==> src/sorted_table_floor_ceil_search_top_macros.svh <==
// ----------------------------------------------------------------------------
// Sorted table floor/ceiling search - assertion macros
// Concurrent assertion shorthands, clocked on clk_i and disabled in reset.
// ----------------------------------------------------------------------------
`ifndef SORTED_TABLE_FLOOR_CEIL_SEARCH_TOP_MACROS_SVH
`define SORTED_TABLE_FLOOR_CEIL_SEARCH_TOP_MACROS_SVH

// Same-cycle implication.
`define STFC_ASSERT_IMP(label, ante, cons, msg) \
  label: assert property (@(posedge clk_i) disable iff (!rst_ni) (ante) |-> (cons)) \
    else $error(msg);

// Next-cycle implication.
`define STFC_ASSERT_NXT(label, ante, cons, msg) \
  label: assert property (@(posedge clk_i) disable iff (!rst_ni) (ante) |=> (cons)) \
    else $error(msg);

`endif

==> src/stfc_pkg.sv <==
// ----------------------------------------------------------------------------
// stfc_pkg
// Types and constants shared by the sorted table floor/ceiling search.
// ----------------------------------------------------------------------------
package stfc_pkg;

  localparam int unsigned DATA_W  = 32;
  localparam int unsigned SLOT_W  = 10;
  localparam int unsigned COUNT_W = 11;

  // Value reported when no entry qualifies.
  localparam logic signed [DATA_W-1:0] NOT_FOUND = -32'sd1;

  typedef enum logic [0:0] {
    OP_LOAD  = 1'b0,
    OP_QUERY = 1'b1
  } op_e;

  typedef enum logic [0:0] {
    KIND_FLOOR = 1'b0,
    KIND_CEIL  = 1'b1
  } search_kind_e;

  typedef enum logic [0:0] {
    ST_IDLE   = 1'b0,
    ST_SEARCH = 1'b1
  } state_e;

  typedef struct packed {
    op_e                      operation;
    logic [SLOT_W-1:0]        slot_index;
    logic signed [DATA_W-1:0] data_word;
  } in_item_t;

  typedef struct packed {
    logic                     floor_found;
    logic signed [DATA_W-1:0] floor_value;
    logic                     ceil_found;
    logic signed [DATA_W-1:0] ceil_value;
  } out_item_t;

  // Search lane status toward the sequencer.
  typedef struct packed {
    logic busy;
    logic found;
  } lane_sts_t;

endpackage

==> src/stfc_lane.sv <==
// ----------------------------------------------------------------------------
// stfc_lane
// One binary search lane: bounds, compare and step, one probe per cycle.
// ----------------------------------------------------------------------------
`include "sorted_table_floor_ceil_search_top_macros.svh"

module stfc_lane #(
  parameter int unsigned ADDR_W = 10
) (
  input  logic                                clk_i,
  input  logic                                rst_ni,
  input  stfc_pkg::search_kind_e              kind_i,
  input  logic                                start_i,
  input  logic [ADDR_W:0]                     count_i,
  input  logic signed [stfc_pkg::DATA_W-1:0]  key_i,
  input  logic signed [stfc_pkg::DATA_W-1:0]  rdata_i,
  output logic [ADDR_W-1:0]                   raddr_o,
  output stfc_pkg::lane_sts_t                 sts_o,
  output logic signed [stfc_pkg::DATA_W-1:0]  value_o
);
  import stfc_pkg::*;

  // lo and hi+1 bounds; the window is empty once lo reaches hi+1
  logic [ADDR_W:0]          lo_q, lo_d;
  logic [ADDR_W:0]          hip1_q, hip1_d;
  logic                     found_q, found_d;
  logic signed [DATA_W-1:0] value_q, value_d;
  logic signed [DATA_W-1:0] key_q, key_d;
  logic [ADDR_W:0]          span;
  logic [ADDR_W-1:0]        mid;
  logic                     busy;
  logic                     hit;
  logic                     go_right;

  function automatic logic [ADDR_W-1:0] mid_of(input logic [ADDR_W:0] lo,
                                                input logic [ADDR_W:0] hip1);
    logic [ADDR_W+1:0] sum;
    sum = {1'b0, lo} + {1'b0, hip1} - {{(ADDR_W+1){1'b0}}, 1'b1};
    return sum[ADDR_W:1];
  endfunction

  assign busy = (lo_q < hip1_q);
  assign span = hip1_q - lo_q;
  assign mid  = mid_of(lo_q, hip1_q);

  always_comb begin
    if (kind_i == KIND_FLOOR) begin
      hit      = (rdata_i <= key_q);
      go_right = hit;
    end else begin
      hit      = (key_q <= rdata_i);
      go_right = !hit;
    end
  end

  always_comb begin
    lo_d    = lo_q;
    hip1_d  = hip1_q;
    found_d = found_q;
    value_d = value_q;
    key_d   = key_q;
    if (start_i) begin
      lo_d    = '0;
      hip1_d  = count_i;
      found_d = 1'b0;
      key_d   = key_i;
    end else if (busy) begin
      if (hit) begin
        found_d = 1'b1;
        value_d = rdata_i;
      end
      if (go_right) begin
        lo_d = {1'b0, mid} + {{ADDR_W{1'b0}}, 1'b1};
      end else begin
        hip1_d = {1'b0, mid};
      end
    end
  end

  // Address the probe of the next window so its data lands with it.
  assign raddr_o = mid_of(lo_d, hip1_d);

  always_ff @(posedge clk_i or negedge rst_ni) begin
    if (!rst_ni) begin
      lo_q    <= '0;
      hip1_q  <= '0;
      found_q <= 1'b0;
    end else begin
      lo_q    <= lo_d;
      hip1_q  <= hip1_d;
      found_q <= found_d;
    end
  end

  always_ff @(posedge clk_i) begin
    value_q <= value_d;
    key_q   <= key_d;
  end

  assign sts_o.busy  = busy;
  assign sts_o.found = found_q;
  assign value_o     = found_q ? value_q : NOT_FOUND;

  `STFC_ASSERT_IMP(a_bounds_ordered, 1'b1, lo_q <= hip1_q, "lane bounds crossed")
  `STFC_ASSERT_NXT(a_window_shrinks, busy && !start_i, span < $past(span),
                   "lane window did not shrink")
  `STFC_ASSERT_IMP(a_hit_qualifies,
                   found_q && !start_i,
                   (kind_i == KIND_FLOOR) ? (value_q <= key_q) : (key_q <= value_q),
                   "lane holds a value on the wrong side of the key")

endmodule

==> config.mk <==
export PLATFORM = sky130hd
export DESIGN_NAME = stfc_lane
export DESIGN_NICKNAME = d
export VERILOG_FILES = /design/src/stfc_pkg.sv /design/src/stfc_lane.sv
export VERILOG_INCLUDE_DIRS = /design/src /design/src/src
export SDC_FILE = /design/constraint.sdc
export NUM_CORES = 1
export LEC_CHECK = 0
export BUFFER_PORTS_ARGS = -buffer_cell sky130_fd_sc_hd__buf_2
export CORE_AREA = 2 2 109 111
export CTS_BUF_LIST = sky130_fd_sc_hd__clkbuf_8
export DETAILED_ROUTE_END_ITERATION = 10
export DIE_AREA = 0 0 111 113
export GPL_ROUTABILITY_DRIVEN = 0
export PLACE_DENSITY = 0.84
export SYNTH_ARGS = -nofsm -noshare
export SYNTH_HDL_FRONTEND = slang
export SYNTH_SLANG_ARGS = --single-unit
==> constraint.sdc <==
create_clock -name clk_i -period 5.25 [get_ports clk_i]
set_input_delay 0.525 -clock clk_i [delete_from_list [all_inputs] [get_ports clk_i]]
set_output_delay 0.525 -clock clk_i [all_outputs]
set_load 0.02 [all_outputs]
# After elaboration in Yosys (flattened, before gate mapping)
# Cells that the tools add are included.
[op_classes] n_lt_le_gt_ge=3 bitwise=1 reduce_logical=5 n_addsub=5 muxes=12
[op_table] cell="two-way mux 11 bit" n=6
[op_table] cell="<= comparator 32 bit" n=2
[op_table] cell="two-way mux 32 bit" n=1
[op_table] cell="adder 11 bit" n=2
[op_table] cell="subtractor 11 x 1 -> 11 bit, second input constant" n=2
[op_table] cell="adder 10 x 1 -> 11 bit, second input constant" n=1
[op_table] cell="less-than comparator 11 bit" n=1
[op_table] cell="two-way mux 1 bit" n=5
[op_table] cell="nonzero test 2 bit" n=2
[op_table] cell="AND reduction 3 bit" n=1
[op_table] cell="AND reduction 2 bit" n=1
[op_table] cell="zero test 1 bit" n=1
[op_table] cell="inverter 1 bit" n=1
[word_totals] wordCells=31 input_bits=79 out_inout_bits=44 regBits=87

# Logic depth before layout (Yosys ltp)
# Gate-level depths: netlist of the first run.
[depth] ltp_word=8 mapped_depth=25 depth_no_buf=24

# Least setup slack after synthesis of the first run
# Ideal clock, no wire load.
[synth_path] kind="input to output" start="input port rdata_i[31] (netlist bit)" end="output port raddr_o[8]" arrival_time_ps=4854 path_buffers=1 setup_slack_ps=-129 cell_stages=24 required_time_ps=4725 path_cell_list="inv_1 ha_1 and4_4 and3_1 a221oi_2 nand2_2 a31o_2 or3_1 buf_2 mux2i_1 o21a_1 ha_1 inv_1 ha_1 inv_1 fa_1 nor2b_1 o21ai_0 a21boi_0 o21a_1 nor2_1 o21bai_1 a21oi_1 xnor2_1"
[synth_via] elab_chain_cells=8
[synth_rtl] element="start, declared" line="stfc_lane.sv:16" source="input logic signed [stfc_pkg::DATA_W-1:0] rdata_i,"
[synth_rtl] element="<= comparator 32 bit" line="stfc_lane.sv:51" source="hit = (key_q <= rdata_i);"
[synth_rtl] element="zero test 1 bit" line="stfc_lane.sv:52" source="go_right = !hit;"
[synth_rtl] element="two-way mux 1 bit *" line="stfc_lane.sv:47" source="if (kind_i == KIND_FLOOR) begin"
[synth_rtl] element="two-way mux 11 bit" line="stfc_lane.sv:72" source="if (go_right) begin"
[synth_rtl] element="two-way mux 11 bit" line="stfc_lane.sv:67" source="end else if (busy) begin"
[synth_rtl] element="two-way mux 11 bit" line="stfc_lane.sv:62" source="if (start_i) begin"
[synth_rtl] element="adder 11 bit *" line="stfc_lane.sv:38" source="sum = {1'b0, lo} + {1'b0, hip1} - {{(ADDR_W+1){1'b0}}, 1'b1};"
[synth_rtl] element="subtractor 11 x 1 -> 11 bit *" line="stfc_lane.sv:38"
[synth_rtl] element="end, declared" line="stfc_lane.sv:17" source="output logic [ADDR_W-1:0] raddr_o,"
# Every way passes the cells marked *; elsewhere a longest branch is shown, timed or not.

# Worst setup path in the final report of the first run
[layout_path] start="register key_q[31]" end="output port raddr_o[9]"
[layout_via] elab_chain_cells=8
[layout_rtl] element="start, declared" line="stfc_lane.sv:28" source="logic signed [DATA_W-1:0] key_q, key_d;"
[layout_rtl] element="start signal, assigned" line="stfc_lane.sv:97" source="key_q <= key_d;"
[layout_rtl] element="<= comparator 32 bit" line="stfc_lane.sv:51"
[layout_rtl] element="zero test 1 bit" line="stfc_lane.sv:52"
[layout_rtl] element="two-way mux 1 bit *" line="stfc_lane.sv:47"
[layout_rtl] element="two-way mux 11 bit" line="stfc_lane.sv:72"
[layout_rtl] element="two-way mux 11 bit" line="stfc_lane.sv:67"
[layout_rtl] element="two-way mux 11 bit" line="stfc_lane.sv:62"
[layout_rtl] element="adder 11 bit *" line="stfc_lane.sv:38"
[layout_rtl] element="subtractor 11 x 1 -> 11 bit *" line="stfc_lane.sv:38"
# Marked as above.

==> results of run 1 <==
[timing repair]
item / CTS / global route
hold buffers: 0 / 0
setup endpoints to repair: 5 / 38
gates resized for setup: 62 / 31
pin swaps: 37 / 31
cloned: 0 / 2
buffers inserted: 37 / 22
[metrics by stage]
step	cells	instance area, µm²	setup slack [ps]	TNS (ps)	hold WS, ps
after CTS	914	7680	-286	-3940	129
after global routing	929	8000	-619	-2130	166
after detailed placement	861	6910	-417	-1090	542
final	929	8000	-467	-1300	126
after global placement	861	6910	-273	-655	530
after floorplan	557	5780	19.2	0	229
[cell families after synthesis]
group / count (synthesis) / share of synthesized area, %
compound gates: 95 / 10.8
xor+xnor: 23 / 3.74
flops: 87 / 43.4
buf+inv: 108 / 7.24
mux: 17 / 3.17
simple gates: 146 / 13.7
fa+ha+maj: 81 / 17.9
[cell type report]
type                       count  area [µm²]
clock buffer                   9         124
clock inverter                 7        77.6
fill                         744        3270
inverter                      94         353
multi-input combinational    362        3270
sequential                    87        2500
tap                          143         179
timing repair buffer         227        1500
[cells in the mapped netlist (2+ instances only)]
master	number	area share (%)
inv_1	94	6.1
and3b_1	3	0.46
a21o_1	6	0.78
or3_1	2	0.22
a21oi_1	24	2.1
mux2i_1	16	2.8
o21ai_0	21	1.8
nand2_1	28	1.8
ha_1	79	17
o21bai_1	3	0.39
nor2_1	26	1.7
a211o_1	2	0.30
buf_2	3	0.26
nand2b_1	34	3.7
o211ai_1	8	1.0
nor4_1	2	0.22
and3_1	6	0.65
fa_1	2	0.70
and4_1	4	0.61
nand4_1	5	0.54
a31oi_1	2	0.22
and2_1	3	0.33
nor3_1	7	0.61
nand3_1	7	0.61
dfrtp_1	23	10
a211oi_1	6	0.78
edfxtp_1	64	33
or2_2	8	0.87
nor2b_1	6	0.65
xor2_1	12	1.8
buf_4	2	0.26
xnor2_1	10	1.5
a41oi_1	2	0.30
clkbuf_1	9	0.59
o21a_1	13	1.7
[sequential cells by signal, indices dropped and copies added (netlist names)]
signal	flops
lo_q	11
key_q	32
hip1_q	11
value_q	32
found_q	1
[worst max path at each step]
stage / from / end / slack, ps / cells after the start
after floorplan: rdata_i[30] / raddr_o[9] / 20 / 22
after global placement: rdata_i[25] / raddr_o[9] / -270 / 24
after detailed placement: rdata_i[21] / raddr_o[9] / -420 / 24
after CTS: key_q[25] / raddr_o[9] / -290 / 22
after global routing: key_q[24] / raddr_o[9] / -620 / 22
final: key_q[31] / raddr_o[9] / -470 / 23
[per-layer routing]
metal / up-vias / global-route usage (%) / wire (µm)
met5: - / 0 / 0
li1: 2358 / - / -
met1: 2412 / 26.3 / 5920
met2: 197 / 45.8 / 8750
met4: 0 / 10.7 / 615
met3: 52 / 5.25 / 985
==> results.yml, run 1 <==
status:
  outcome: "finished with violations"
  violations: "setup timing"
die:
  initial_core_util_pct: 51.0
  die_area_um2: 12500
  die_h_um: 113
  dieWidth_um: 111
  rows: 39
  core_area_um2: 11300
  ios: 123
finish:
  mostFrequentLayoutCell: "buf_2"
  final_nets: 941
  final_core_util_pct: 71.0
  layout_common_cells: "117 x buf_2, 96 x buf_4, 88 x inv_1, 64 x edfxtp_1, 62 x ha_1"
  antenna_cells: 0
  drive_gt1_share_pct: 40.7
  areaGrowthSynthToFinish_pct: 39.1
clocking:
  htreeDepth: 3
  cts_inserted_buffers: 9
  cts.clk_slew.worst_paths_ps: 100
  tritoncts: "yes"
  clockBufferDepth: 2
  root_buffer: "clkbuf_8"
  insertion_delay_ps: 380
  cts.sinks: 87
logic_synthesis:
  syn-cell-area_um2: 5750
  synth-edff-count: 64
  avgSynthCellArea_um2: 10.3
  ys_types: 50
  yosysSeqAreaShare_pct: 43.4
  ys.flop_type: "edfxtp_1"
  yosys_register_bits: 87
  synthCells: 557
  synth.net_count: 717
  ys_warn_count: 0
  synthArstFlopShare_pct: 26.4
sta:
  hold_violations: 0
  fin_ws_ps: -467
  rsz0062_at_grt: "true"
  drv_slew: 0
  period_share_pct: 109
  max_slew_margin_pct: 26.8
  setup_viol: 5
  tightestPinTransition_ps: 1100
  clock_skew_ps: 14.6
  period_minus_slack_ps: 5720
  fmax_ghz: 0.175
placed_design:
  dp_hpwl_um: 11100
  portBuffers: 122
grt:
  grt_pass1_vias: 5279
  grt_usage_pct: 24.3
  grt-ovfl-total: 0
  antenna_found_initial: 0
  grt_max_degree: 42
  grt_pass1_wl_um: 24400
run:
  drv_cap: 0
drt:
  routed_wl_um: 16300
  post_drt_wl_per_cell_um: 17.5
  drc: 0
  ant_nets: 0
  dr.pass1.iters: 4
  vias: 5019
  drtIter0Drc: 407
  vias_per_cell: 5.40
worst_setup_path:
  crit_top_cell: "ha_4"
  reg2reg_to: "value_q[5]"
  path_delay_family: "simple AND/OR/NAND/NOR gates"
  r2r-start: "key_q[31]"
  ff2ff_path_depth: 30
  crit_slowest_cell: "edfxtp_1"
  cp.required_ps: 4720
  worstPathBufferInverterCount: 4
  worstSetupStartpointType: "flip-flop"
  critPathMaxStageDelay_ps: 440
  critical_path.endpoint_type: "output pin"
  worstSetupPathType: "reg -> out"
  crit_chain: "ha_4 > and4_4 > and3_4 > a221oi_4 > buf_4 > nor2b_1 > a31o_4 > or3_4 > buf_6 > mux2i_2 > o21a_1 > ha_4 > inv_2 > ha_4 > a21oi_4 > o211ai_1 > nor4_2 > nor3_2 > a21o_1 > a21oi_2 > xor2_1 > xnor3_2 > buf_6"
  cp.arrival_ps: 5190
  worst-path-max-fanout: 4
  r2r_setup_slack_ps: 100
worst_hold_path:
  hold_class: "in -> async"
Power of run 1 is left out: the tool's default activity adds up to more than one toggle a clock period on the data nets, which glitch-free logic cannot reach.
==> run 2: changes to the inputs <==
--- a/config.mk
+++ b/config.mk
@@ -17,2 +17,3 @@
 export SYNTH_HDL_FRONTEND = slang
 export SYNTH_SLANG_ARGS = --single-unit
+export TNS_END_PERCENT = 10
==> constraint.sdc (replaced) <==
create_clock -name clk_i -period 5.25 [get_ports clk_i]
set_input_delay 0.7875 -clock clk_i [delete_from_list [all_inputs] [get_ports clk_i]]
set_output_delay 0.7875 -clock clk_i [all_outputs]
set_load 0.01 [all_outputs]
==> run 2 against run 1 <==
- the run still ends with setup timing left
- largest cell class unchanged
- highest routed layer unchanged
- die area unchanged
- non-clock buffer count fell by 40
- routed wire length fell by 7.3%
- worst setup slack got worse by 120 ps
- clock skew decreased by 0.91 ps
- sequential share of layout area is 1.6 points higher
- via count is 4.4% lower
==> results.yml, run 2 (synthesized netlist as in run 1, its figures left out) <==
finish:
  layout_common_cells: "116 x buf_2, 83 x inv_1, 64 x edfxtp_1, 64 x buf_4, 58 x ha_1"
  final_nets: 901
  antenna_cells: 0
  final_core_util_pct: 67.6
  areaGrowthSynthToFinish_pct: 32.5
  final_area_um2: 7620
  mostFrequentLayoutCell: "buf_2"
  top_regs: "key_q: 32 flops, value_q: 32 flops"
  drive_gt1_share_pct: 37.5
sta:
  hold_violations: 0
  tightestPinTransition_ps: 1090
  drv_slew: 0
  period_minus_slack_ps: 5840
  fmax_ghz: 0.171
  period_share_pct: 111
  clock_skew_ps: 13.7
  fin_ws_ps: -589
  max_slew_margin_pct: 27.4
  rsz0062_at_grt: "true"
  setup_viol: 5
worst_setup_path:
  worstSetupStartpointType: "flip-flop"
  r2r_setup_slack_ps: 1770
  worst-path-max-fanout: 5
  cp.required_ps: 4460
  cp.arrival_ps: 5050
  worstSetupPathType: "reg -> out"
  critical_path.endpoint_type: "output pin"
  ff2ff_path_depth: 11
run:
  drv_cap: 0
clocking:
  hold_buffers: 0
  cts.clk_slew.worst_paths_ps: 100
  tritoncts: "yes"
  cts_inserted_buffers: 9
  insertion_delay_ps: 390
  cts.sinks: 87
  htreeDepth: 3
  clockBufferDepth: 2
  root_buffer: "clkbuf_8"
placed_design:
  portBuffers: 122
  placed_area_um2: 7050
  dp_hpwl_um: 10800
grt:
  grt_usage_pct: 24.9
  antenna_found_initial: 0
  grt-ovfl-total: 0
  grt_max_degree: 35
  grt_pass1_wl_um: 24400
  grt_pass1_vias: 5096
die:
  die_area_um2: 12500
  dieWidth_um: 111
  initial_core_util_pct: 51.0
  rows: 39
  core_area_um2: 11300
  die_h_um: 113
  ios: 123
status:
  outcome: "finished with violations"
  violations: "setup timing"
drt:
  ant_nets: 0
  drtIter0Drc: 270
  routed_wl_um: 15100
  vias: 4799
  vias_per_cell: 5.40
  drc: 0
  dr.pass1.iters: 5
  post_drt_wl_per_cell_um: 17.0
worst_hold_path:
  hold_class: "in -> async"
==> run 2: changes by cell type in the layout (fill, tap and decap cells not counted), moves of 3 or more <==
cell   delta
inv_1     -5
ha_1      -4
inv_2     +3
buf_6     -5
buf_4    -32
ha_4      +4
==> run 2: final timing paths <==
path,startpoint,to
max,key_q[26],raddr_o[9]
min,rst_ni,hip1_q[1]
max reg2reg,key_q[26],value_q[31]
min reg2reg,lo_q[5],lo_q[5]
max in group asynchronous,rst_ni,lo_q[5]
min in group clk_i,key_i[23],key_q[23]
==> run 2: area by class of cell <==
| class | count | area (µm²) |
|---|---|---|
| fill | 818 | 3650 |
| multi-input combinational | 362 | 3240 |
| sequential | 87 | 2500 |
| timing repair buffer | 187 | 1140 |
| inverter | 94 | 358 |
| tap | 143 | 179 |
| clock buffer | 9 | 124 |
| clock inverter | 7 | 78.8 |
==> run 2: critical path, stage by stage (launching register included) <==
cell and delay (ps):
edfxtp_1 490, ha_4 290, and3_4 170, and3_4 180, a221oi_4 300, nand2_2 100
a31o_4 240, or3_4 430, mux2i_1 150, o21a_1 190, ha_1 280, inv_1 40
ha_2 180, buf_4 130, a21oi_2 140, o211ai_1 140, nor4_1 250, nor3_1 100
a21o_1 170, a21oi_2 130, xor2_1 170, xnor3_1 220, buf_2 150
==> run 2: stage by stage <==
stage | setup TNS (ps) | instances | hold slack (ps) | worst slack, ps
finish | -1980 | 889 | 378 | -589
global placement | -1620 | 866 | 572 | -498
detailed placement | -2060 | 866 | 598 | -646
CTS | -1780 | 889 | 377 | -552
global route | -3190 | 889 | 402 | -862
floorplan | -281 | 557 | 492 | -151
==> run 2: repair_timing <==
item                                    4_1_cts  5_1_grt
endpoints found under the hold margin         0        0
buffers inserted                              7        0
pin swaps                                    32        3
gates resized for setup                      55        7
endpoints found under the setup margin        5        7
==> run 2: per-layer routing <==
metal | vias to the layer above | global-route usage, % | wire, µm
li1 | 2282 | - | -
met5 | - | 0 | 0
met4 | 0 | 11.3 | 488
met1 | 2300 | 25.8 | 5500
met2 | 180 | 48.4 | 8220
met3 | 37 | 5.14 | 870
Power of run 2 is left out for the same reason.
==> run 3: changes to the inputs <==
- CTS_CLUSTER_SIZE: default -> 20
- SETUP_SLACK_MARGIN: default -> 0.3
- TNS_END_PERCENT: 10 -> 30
==> run 3 against run 2 <==
- the run still ends with setup timing left
- first-iteration DRC count grew 93%
- sequential share of layout area shrank 2.8 points
- maximum frequency down 1.1%
- global-route usage rose by 1.8 points
- critical path type is now in -> out
- highest routed layer unchanged
==> results.yml, run 3 (synthesized netlist as in run 1, its figures left out) <==
status:
  outcome: "finished with violations"
  violations: "setup timing"
sta:
  drv_slew: 0
  period_share_pct: 112
  timing.setup.tns_ps: -3280
  period_minus_slack_ps: 5900
  holdWs_ps: 382
  max_slew_margin_pct: 22.9
  tightestPinTransition_ps: 1160
  rsz0062_at_grt: "true"
  clock_skew_ps: 17.6
  hold_violations: 0
  fin_ws_ps: -655
  fmax_ghz: 0.169
  setup_viol: 31
die:
  core_area_um2: 11300
  ios: 123
  rows: 39
  dieWidth_um: 111
  die_area_um2: 12500
  die_h_um: 113
  initial_core_util_pct: 51.0
placed_design:
  place_ws_ps: -681
  portBuffers: 122
  dp.cells: 869
  dp_hpwl_um: 10900
grt:
  grt_pass1_wl_um: 26300
  grt_pass1_vias: 5415
  antenna_found_initial: 0
  grt-ovfl-total: 0
  grt_usage_pct: 26.7
  grt_max_degree: 35
clocking:
  insertion_delay_ps: 380
  cts.clk_slew.worst_paths_ps: 110
  htreeDepth: 3
  cts.sinks: 87
  cts_inserted_buffers: 9
  root_buffer: "clkbuf_8"
  clockBufferDepth: 2
  hold_buffers: 0
  tritoncts: "yes"
worst_setup_path:
  critPathMaxStageDelay_ps: 470
  critical_path.endpoint_type: "output pin"
  worst-path-max-fanout: 7
  crit_slowest_cell: "or3_4"
  worstSetupPathType: "in -> out"
  worstSetupStartpointType: "input port"
  worstPathBufferInverterCount: 4
  crit_top_cell: "ha_4"
  cp.arrival_ps: 5120
  crit_chain: "buf_6 > inv_2 > ha_4 > a21oi_1 > o21ai_0 > a41oi_2 > nand3_1 > o21a_1 > or3_4 > mux2i_4 > o21a_1 > ha_4 > inv_2 > ha_4 > a21oi_4 > o211ai_1 > nor4_2 > nor3_2 > a21o_1 > a21oi_2 > xor2_1 > xnor3_1 > buf_2"
  path_delay_family: "compound AO/OA/AOI/OAI gates"
  cp.required_ps: 4460
finish:
  fin_cells: 929
  top_regs: "key_q: 32 flops, value_q: 32 flops"
  drive_gt1_share_pct: 44.1
  final_nets: 941
  areaGrowthSynthToFinish_pct: 44.6
  layout_common_cells: "110 x buf_2, 74 x buf_4, 72 x inv_1, 64 x edfxtp_1, 50 x ha_1"
  mostFrequentLayoutCell: "buf_2"
  antenna_cells: 0
drt:
  vias: 5395
  vias_per_cell: 5.81
  post_drt_wl_per_cell_um: 20.9
  ant_nets: 0
  routed_wl_um: 19400
  drc: 0
  dr.pass1.iters: 6
  drtIter0Drc: 522
run:
  drv_cap: 0
worst_hold_path:
  hold_class: "in -> async"
[run 3: area by class of cell]
type | count | area, µm²
Multi-Input combinational cell | 362 | 3440
Fill cell | 707 | 2950
Sequential cell | 87 | 2500
Timing Repair Buffer | 227 | 1640
Inverter | 94 | 370
Tap cell | 143 | 179
Clock buffer | 9 | 124
Clock inverter | 7 | 72.6
[run 3: what timing repair did]
item,4_1_cts,5_1_grt
cloned,0,2
pin swaps,25,21
resized for setup,67,56
setup endpoints to repair,9,42
buffers inserted,30,12
[run 3: final timing paths]
kind                            slack (ps)  startpoint     endpoint  depth (start not counted)
worst min-delay path                   380      rst_ni   hip1_q[10]                          1
worst min register to register         610   hip1_q[7]    hip1_q[7]                          2
min in group clk_i                     570  rdata_i[7]   value_q[7]                          1
worst max register to register         -50    key_q[4]  value_q[26]                         34
worst max-delay path                  -650  rdata_i[7]   raddr_o[9]                         23
max in group asynchronous             4480      rst_ni      lo_q[7]                          1
[run 3: worst register-to-register path, delay by kind of cell (launching register included)]
kind	cells	cell delay, ps
buffers and inverters	27	3010
and+or+nand+nor	4	770
DFF	1	480
AOI/OAI and AO/OA	2	440
adders and majority gates	1	310
[run 3: per-stage QoR]
step | area [µm²] | util, %
after floorplan | 5970 | -
after global placement | 7150 | 63.4
after detailed placement | 7150 | 63.4
after CTS | 7930 | 70.4
after global routing | 8320 | 73.8
final | 8320 | 73.8
[run 3: layer usage]
layer	up-vias	routed length [µm]	global-route usage [%]
met5	-	0	0
met4	0	1140	13.7
met3	100	1400	6.05
met2	318	10200	50.3
met1	2608	6680	27.9
li1	2369	-	-
Power of run 3 is left out for the same reason.
